File: config.mk
export PLATFORM = sky130hd
export DESIGN_NAME = lru_key_value_cache_core
export DESIGN_NICKNAME = d
export VERILOG_FILES = /design/src/hw/rtl/lrukv_pkg.sv /design/src/hw/rtl/lru_key_value_cache_core.sv
export SDC_FILE = /design/constraint.sdc
export NUM_CORES = 1
export LEC_CHECK = 0
export BUFFER_PORTS_ARGS = -buffer_cell sky130_fd_sc_hd__buf_4
export CELL_PAD_IN_SITES_DETAIL_PLACEMENT = 1
export CELL_PAD_IN_SITES_GLOBAL_PLACEMENT = 1
export CORE_ASPECT_RATIO = 0.8
export CORE_MARGIN = 1
export CORE_UTILIZATION = 40
export DETAILED_ROUTE_END_ITERATION = 8
export PLACE_DENSITY = 0.61
export SLEW_MARGIN = 10
export SYNTH_ARGS = -nofsm -noshare
export SYNTH_HDL_FRONTEND = slang
export SYNTH_SLANG_ARGS = --single-unit
File: constraint.sdc
create_clock -name clk -period 10.2 [get_ports clk]
set_clock_uncertainty 0.1 [all_clocks]
set_input_delay 1.02 -clock clk [delete_from_list [all_inputs] [get_ports clk]]
set_output_delay 1.02 -clock clk [all_outputs]
set_load 0.01 [all_outputs]
File: src/hw/rtl/lrukv_pkg.sv
// ----------------------------------------------------------------------------
// lru key-value cache package
// request and response payload types and fixed constants
// ----------------------------------------------------------------------------
package lrukv_pkg;

	// width of the capacity register
	localparam int CAP_W = 5;

	// capacity after reset
	localparam logic [CAP_W-1:0] CAP_RESET = CAP_W'(16);

	// read value returned on a get miss
	localparam logic signed [31:0] MISS_VALUE = -32'sd1;

	// read value returned for every set
	localparam logic signed [31:0] SET_VALUE = 32'sd0;

	// request kind
	typedef enum logic [0:0] {
		CMD_GET = 1'b0,
		CMD_SET = 1'b1
	} cmd_t;

	// request payload
	typedef struct packed {
		cmd_t               cmd;
		logic signed [31:0] key;
		logic signed [31:0] value;
	} req_t;

	// response payload
	typedef struct packed {
		logic               hit;
		logic signed [31:0] read_value;
	} rsp_t;

endpackage

File: src/hw/rtl/lru_key_value_cache_core.sv
// ----------------------------------------------------------------------------
// lru key-value cache core
// fully associative key-value store with least-recently-used replacement
// ----------------------------------------------------------------------------
// Usage:
// - requests enter on in_valid/in_ready with in_req (cmd, key, value);
//   responses leave on out_valid/out_ready with out_rsp (hit, read_value)
// - a get returns the stored value on a hit, -1 on a miss; a set writes the
//   value, returns 0 and flags whether the key was already present
// - capacity is written through cfg_we/cfg_wdata while no request is in
//   flight; 0 acts as 1 and values above ENTRIES act as ENTRIES
// - an accepted request is held in the request register; its response is
//   registered in the response register once that register is free
// - throughput: one request per cycle unless the output stalls; the whole
//   lookup, the priority pick of the matching slot and the one-step shift of
//   the recency chain are combinational between request and response registers
// - when out_ready is low the response register holds; one more request
//   is taken into the request register, then in_ready drops
// - reset empties the store (all slots invalid, count zero), sets capacity
//   to 16 and clears both pipeline valid flags; no clearing pass is needed
// ----------------------------------------------------------------------------
module lru_key_value_cache_core #(
	parameter int ENTRIES = 16
) (
	input  logic                           clk,
	input  logic                           arst_n,
	input  logic                           in_valid,
	output logic                           in_ready,
	input  lrukv_pkg::req_t                in_req,
	output logic                           out_valid,
	input  logic                           out_ready,
	output lrukv_pkg::rsp_t                out_rsp,
	input  logic                           cfg_we,
	input  logic [lrukv_pkg::CAP_W-1:0]    cfg_wdata
);
	import lrukv_pkg::*;

	localparam int CW   = $clog2(ENTRIES + 1);
	localparam int IW   = (ENTRIES > 1) ? $clog2(ENTRIES) : 1;
	localparam int CMPW = (CW > CAP_W) ? CW : CAP_W;

	// pipeline and state registers
	logic                     vld_s1;
	req_t                     req_s1;
	logic                     out_vld_q;
	rsp_t                     rsp_q;
	logic [CAP_W-1:0]         capacity_q;
	logic [CW-1:0]            count_q;
	logic [ENTRIES-1:0]       valid_q;
	logic signed [31:0]       key_q [ENTRIES];
	logic signed [31:0]       val_q [ENTRIES];

	// combinational signals
	logic                     adv;
	logic                     fire;
	logic                     is_set;
	logic [ENTRIES-1:0]       match;
	logic                     found;
	logic [IW-1:0]            pos;
	logic [CMPW-1:0]          cap_ext;
	logic [CMPW-1:0]          eff_cap;
	logic                     full;
	logic [IW-1:0]            shift_pos;
	logic signed [31:0]       hit_value;
	logic signed [31:0]       front_val;
	logic                     do_update;
	logic                     grow;
	rsp_t                     rsp_d;

	// handshake
	assign adv       = !out_vld_q || out_ready;
	assign in_ready  = !vld_s1 || adv;
	assign fire      = vld_s1 && adv;
	assign out_valid = out_vld_q;
	assign out_rsp   = rsp_q;

	// parallel key compare over valid slots
	always_comb begin
		for (int i = 0; i < ENTRIES; i++) begin
			match[i] = valid_q[i] && (key_q[i] == req_s1.key);
		end
	end

	// first match, most recent slot wins
	always_comb begin
		found = 1'b0;
		pos   = '0;
		for (int i = ENTRIES - 1; i >= 0; i--) begin
			if (match[i]) begin
				found = 1'b1;
				pos   = IW'(i);
			end
		end
	end

	// effective capacity and full flag
	always_comb begin
		cap_ext = CMPW'(capacity_q);
		if (cap_ext == '0) begin
			eff_cap = CMPW'(1);
		end else if (cap_ext > CMPW'(ENTRIES)) begin
			eff_cap = CMPW'(ENTRIES);
		end else begin
			eff_cap = cap_ext;
		end
		full = CMPW'(count_q) >= eff_cap;
	end

	// slot to pull to the front and the value to place there
	always_comb begin
		is_set    = (req_s1.cmd == CMD_SET);
		hit_value = val_q[pos];
		if (found) begin
			shift_pos = pos;
		end else if (full) begin
			shift_pos = IW'(count_q - CW'(1));
		end else begin
			shift_pos = IW'(count_q);
		end
		front_val = is_set ? req_s1.value : hit_value;
		do_update = fire && (found || is_set);
		grow      = fire && is_set && !found && !full;
	end

	// response
	always_comb begin
		rsp_d.hit = found;
		if (is_set) begin
			rsp_d.read_value = SET_VALUE;
		end else if (found) begin
			rsp_d.read_value = hit_value;
		end else begin
			rsp_d.read_value = MISS_VALUE;
		end
	end

	// control registers
	always_ff @(posedge clk or negedge arst_n) begin
		if (!arst_n) begin
			vld_s1     <= 1'b0;
			out_vld_q  <= 1'b0;
			capacity_q <= CAP_RESET;
			count_q    <= '0;
		end else begin
			if (in_valid && in_ready) begin
				vld_s1 <= 1'b1;
			end else if (adv) begin
				vld_s1 <= 1'b0;
			end
			if (adv) begin
				out_vld_q <= vld_s1;
			end
			if (cfg_we) begin
				capacity_q <= cfg_wdata;
			end
			if (grow) begin
				count_q <= count_q + CW'(1);
			end
		end
	end

	// payload registers
	always_ff @(posedge clk) begin
		if (in_valid && in_ready) begin
			req_s1 <= in_req;
		end
		if (fire) begin
			rsp_q <= rsp_d;
		end
	end

	// front slot of the recency chain
	always_ff @(posedge clk or negedge arst_n) begin
		if (!arst_n) begin
			valid_q[0] <= 1'b0;
		end else if (do_update) begin
			valid_q[0] <= 1'b1;
		end
	end

	always_ff @(posedge clk) begin
		if (do_update) begin
			key_q[0] <= req_s1.key;
			val_q[0] <= front_val;
		end
	end

	// remaining slots move back by one up to the chosen slot
	for (genvar g = 1; g < ENTRIES; g++) begin : g_slot
		logic shift_en;

		assign shift_en = do_update && (IW'(g) <= shift_pos);

		always_ff @(posedge clk or negedge arst_n) begin
			if (!arst_n) begin
				valid_q[g] <= 1'b0;
			end else if (shift_en) begin
				valid_q[g] <= valid_q[g-1];
			end
		end

		always_ff @(posedge clk) begin
			if (shift_en) begin
				key_q[g] <= key_q[g-1];
				val_q[g] <= val_q[g-1];
			end
		end
	end

endmodule

==> results by stage <==
Run status:
- The flow ran to the end, and the final reports show no timing, DRC or antenna violations.

CTS:
- The later-pin clock latency in the skew report is ~750 ps.
- CTS placed an instance of sky130_fd_sc_hd__clkbuf_16 at the clock tree root.
- Buffers inserted during clock tree synthesis total around 120.
- In this run the deepest clock path goes through 3 buffers.
- The number of resized instances in the post-cts repair step is 0.
- Clock-pin slew was measured on the worst setup and hold paths at 60 ps.
- TritonCTS built the clock tree.
- The deepest level of the CTS H-tree is 3.
- The hold buffer count at CTS is 0.
- After clock tree synthesis, the setup repair step added 0 buffers.
- The number of sinks driven by the clock tree is between 1k and 1.5k.

Floorplanning:
- The y dimension of the die is 312 um.
- The starting utilization of the core area is 0.404.
- After floorplanning, the core was divided into about 110 placement rows.
- The die covers about 120,000 um2.
- For this design the top-level I/O count stands at between 100 and 150.
- The floorplan step defined a core boundary enclosing approximately 120,000 um2.
- From left edge to right edge, the die measures around 390 um.

Global route:
- The via count of the first global-routing pass came to roughly 30k.
- The first-pass GRT wire length is approximately 200,000 um.
- The number of antenna violations at the first check in global routing is 1.
- The pin count of the biggest net entering global routing is approximately 160.
- The overall track demand over capacity in global routing is 0.223.
- The overflow left after global routing is 0.

Place:
- Routability-driven placement finished with a final weighted congestion of between 0.9 and 1.
- The HPWL reported at the end of detailed placement is about 92,000 um.
- The count of buffers added on input and output ports is 109.

Critical path:
- The setup slack of the worst register-to-register path is between 3000 and 4000 ps.
- The critical path starts at req_s1[34].
- STA puts the critical path data required time at roughly 10,000 ps.
- At the worst endpoint, the arrival time is 6650 ps.
- The critical path class is reg -> reg.
- The element type at the critical path end is a flip-flop.
- The number of cells on the worst reg-to-reg path is 12.
- In this run the critical register-to-register path is captured at val_q[11][2].
- The launch point of the worst reg-to-reg path is req_s1[34].
- The critical-path maximum fanout is 156.
- The sort of element at the start of the critical path is a flip-flop.
- In this run the worst setup path terminates at val_q[11][2].

Pwr:
- The total power is 12.9 mW.
- In this run the power density over the cells is 236 nW/um2.
- Summed over all cells, the static leakage comes to 18.7 nW.
- The worst-case IR drop observed on VDD is ~0.00017 V.

Route:
- In the final routed layout, each cell accounts on average for approximately 27 um.
- The initial DRC count is about 2.2k.
- For this run, design rule violations remaining after detail routing come to 0.
- Once detail routing completed, the nets flagged for antenna violations numbered 0.
- The routed design has around 140,000 um of wire.
- The number of optimization iterations in the first detailed-route pass is 5.
- The detailed router placed 28.2k vias in this run.
- In the routed layout, each cell is associated on average with a via count of 5.65.

STA:
- For the finished layout, the period the worst path requires is ~6400 ps.
- The count of final max-slew check failures is 0.
- The portion of the clock cycle consumed by the worst path in the final layout is 0.632.
- Hold timing on the final database bottoms out at a slack of 132 ps.
- Setup violations remaining at the end of the flow were counted as 0.
- Setup repair after global routing left no endpoint under its margin.
- The hold violation count in the final report was 0.
- Adding up every negative setup slack in the final design gives 0 ps.
- At the pin with the least slew margin, the transition time is between 1000 and 1500 ps.
- Based on the critical path, the design can be clocked at up to about 160 MHz.
- In this run the tightest slew margin relative to its limit is 0.212.

Synthesis:
- In this run the mean area of a mapped cell was about 15 um2.
- Of the total synthesized cell area, the portion taken by full adders, half adders and majority gates is 0.00182.
- Of the synthesized area, sequential elements account for 0.716.
- In this run the cell area of the synthesized design comes to a little under 50,000 um2.
- The portion of synthesized cell area occupied by the leading cell type is 0.702.
- The mux share of post-synthesis cell area is 0.0257.
- Synthesis produced about 3.2k cells.
- The netlist uses 77 different library cells.
- Counting flops with a built-in enable in the synthesized netlist gives about 1.1k.
- During synthesis, Yosys emitted a total of 0 warnings.
- In the post-synthesis netlist, the biggest area contributors are sky130_fd_sc_hd__edfxtp_1 (70%), sky130_fd_sc_hd__xor2_1 (7.7%), sky130_fd_sc_hd__nand3_1 (2.5%), sky130_fd_sc_hd__nor4_1 (2.3%), sky130_fd_sc_hd__nand2_1 (2.3%).
- The async set-or-reset flop fraction in the synthesized netlist is 0.0243.
- The synthesized design contains 1,150 register bits.
- The complex-gate fraction of the synthesized area is 0.0370.
- Summed over all instances, the cell type with the most area after synthesis is sky130_fd_sc_hd__edfxtp_1.
- Counting every net in the synthesized netlist gives between 3k and 4k.
- The main combinational cell family by area after synthesis is simple AND/OR/NAND/NOR gates.
- The area share of and/or/nand/nor cells after synthesis is 0.101.
- The dominant synthesized flop cell is sky130_fd_sc_hd__edfxtp_1.
- The xor/xnor cell area share of the yosys netlist is 0.0947.

Run:
- The max-cap violation count is 0.

Layout:
- The count of antenna diodes in the layout is 0.
- The number of fill cells in the layout is roughly 12k.
- In the final layout, the share of cells above drive strength 1 is 0.122.
- The net count of the finished layout is between 3k and 4k.
- The area taken by flip-flops and latches is between 30,000 and 40,000 um2.
- The multi-input logic area is ~13,000 um2.
- The synthesis-to-layout area growth is 13.7%.
- In the layout the commonest cells are sky130_fd_sc_hd__edfxtp_1 (1,122), sky130_fd_sc_hd__xor2_1 (421), sky130_fd_sc_hd__nand2_1 (295).
- At the end of the flow the core is filled with cells to 0.459.
- The library cell used most frequently in the layout, excluding fill and tap cells, is sky130_fd_sc_hd__edfxtp_1.

Hold path:
- The class of the most critical hold timing path is in -> async.
## critical path, cell delays in order (launching register included)
cell                        delay [ps]
sky130_fd_sc_hd__edfxtp_1          330
sky130_fd_sc_hd__buf_4             400
sky130_fd_sc_hd__xor2_1            160
sky130_fd_sc_hd__nor4_1            370
sky130_fd_sc_hd__nand4_1           310
sky130_fd_sc_hd__nor4_1            620
sky130_fd_sc_hd__o2111ai_1         220
sky130_fd_sc_hd__nor2_1            710
sky130_fd_sc_hd__o2bb2ai_4         190
sky130_fd_sc_hd__buf_12            460
sky130_fd_sc_hd__a21oi_4           220
sky130_fd_sc_hd__a21oi_4           940
sky130_fd_sc_hd__buf_4             680
## Yosys cell counts (19+ instances only)
cell type and n:
sky130_fd_sc_hd__a21oi_1 51, sky130_fd_sc_hd__a31oi_1 64, sky130_fd_sc_hd__a32oi_1 58, sky130_fd_sc_hd__buf_2 37, sky130_fd_sc_hd__buf_4 25, sky130_fd_sc_hd__buf_6 37
sky130_fd_sc_hd__clkbuf_1 53, sky130_fd_sc_hd__dfrtp_1 27, sky130_fd_sc_hd__edfxtp_1 1122, sky130_fd_sc_hd__inv_1 19, sky130_fd_sc_hd__mux2i_1 95, sky130_fd_sc_hd__nand2_1 296
sky130_fd_sc_hd__nand3_1 236, sky130_fd_sc_hd__nand4_1 49, sky130_fd_sc_hd__nand4b_1 23, sky130_fd_sc_hd__nor2_1 29, sky130_fd_sc_hd__nor3_1 23, sky130_fd_sc_hd__nor4_1 178
sky130_fd_sc_hd__xnor2_1 98, sky130_fd_sc_hd__xor2_1 421
## sequential cells by signal, summed over array words and instances (netlist names)
signal     cells
cap_ext        5
val_q        512
valid_q       16
req_s1        64
vld_s1         1
out_rsp       33
key_q        512
is_set         1
out_valid      1
count_q        5
## per-layer routing
metal | up-vias | track usage | part of all wire | wire length (um)
li1 | 12317 | - | - | -
met1 | 14677 | 0.323 | 0.46 | 62800
met2 | 947 | 0.346 | 0.46 | 62000
met3 | 243 | 0.0343 | 0.054 | 7400
met4 | 0 | 0.0698 | 0.029 | 3990
met5 | - | 0 | 0 | 0
## cells by family after synthesis
| group | count (synthesis) |
|---|---|
| flops | 1150 |
| simple gates | 926 |
| xor+xnor | 519 |
| compound gates | 246 |
| buf+inv | 183 |
| mux | 120 |
| fa+ha+maj | 7 |
## stage by stage
stage / cells / setup WS [ps] / cell area, um2
after floorplan: 3151 / 1730 / 48000
after global placement: 4767 / 4020 / 50400
after detailed placement: 4767 / 3970 / 50400
after CTS: 4992 / 3870 / 54600
after global routing: 4992 / 3450 / 54600
final: 4992 / 3760 / 54600
## layout make-up
cell class | instances | share of cell area
tap | 1610 | 0.0369
timing repair buffer | 170 | 0.0238
clock inverter | 86 | 0.0204
inverter | 19 | 0.00131
clock buffer | 139 | 0.0559
sequential | 1150 | 0.630
multi-input combinational | 1818 | 0.232
## how the worst min path moves through the flow
stage | from | end | slack [ps] | depth (start not counted)
2_1_floorplan | val_q[6][0] | val_q[7][0] | 320 | 0
3_3_place_gp | val_q[4][0] | val_q[5][0] | 320 | 0
3_5_place_dp | val_q[6][5] | val_q[7][5] | 330 | 0
4_1_cts | arst_n | valid_q[15] | 100 | 1
5_1_grt | arst_n | valid_q[15] | 130 | 1
6_report | arst_n | valid_q[15] | 130 | 1
## report_power, final
group,switching [mW],internal [mW]
Combinational,1.17,0.414
Clock,1.91,2.73
Sequential,0.440,6.24
Power figures use the tool's default switching activity.
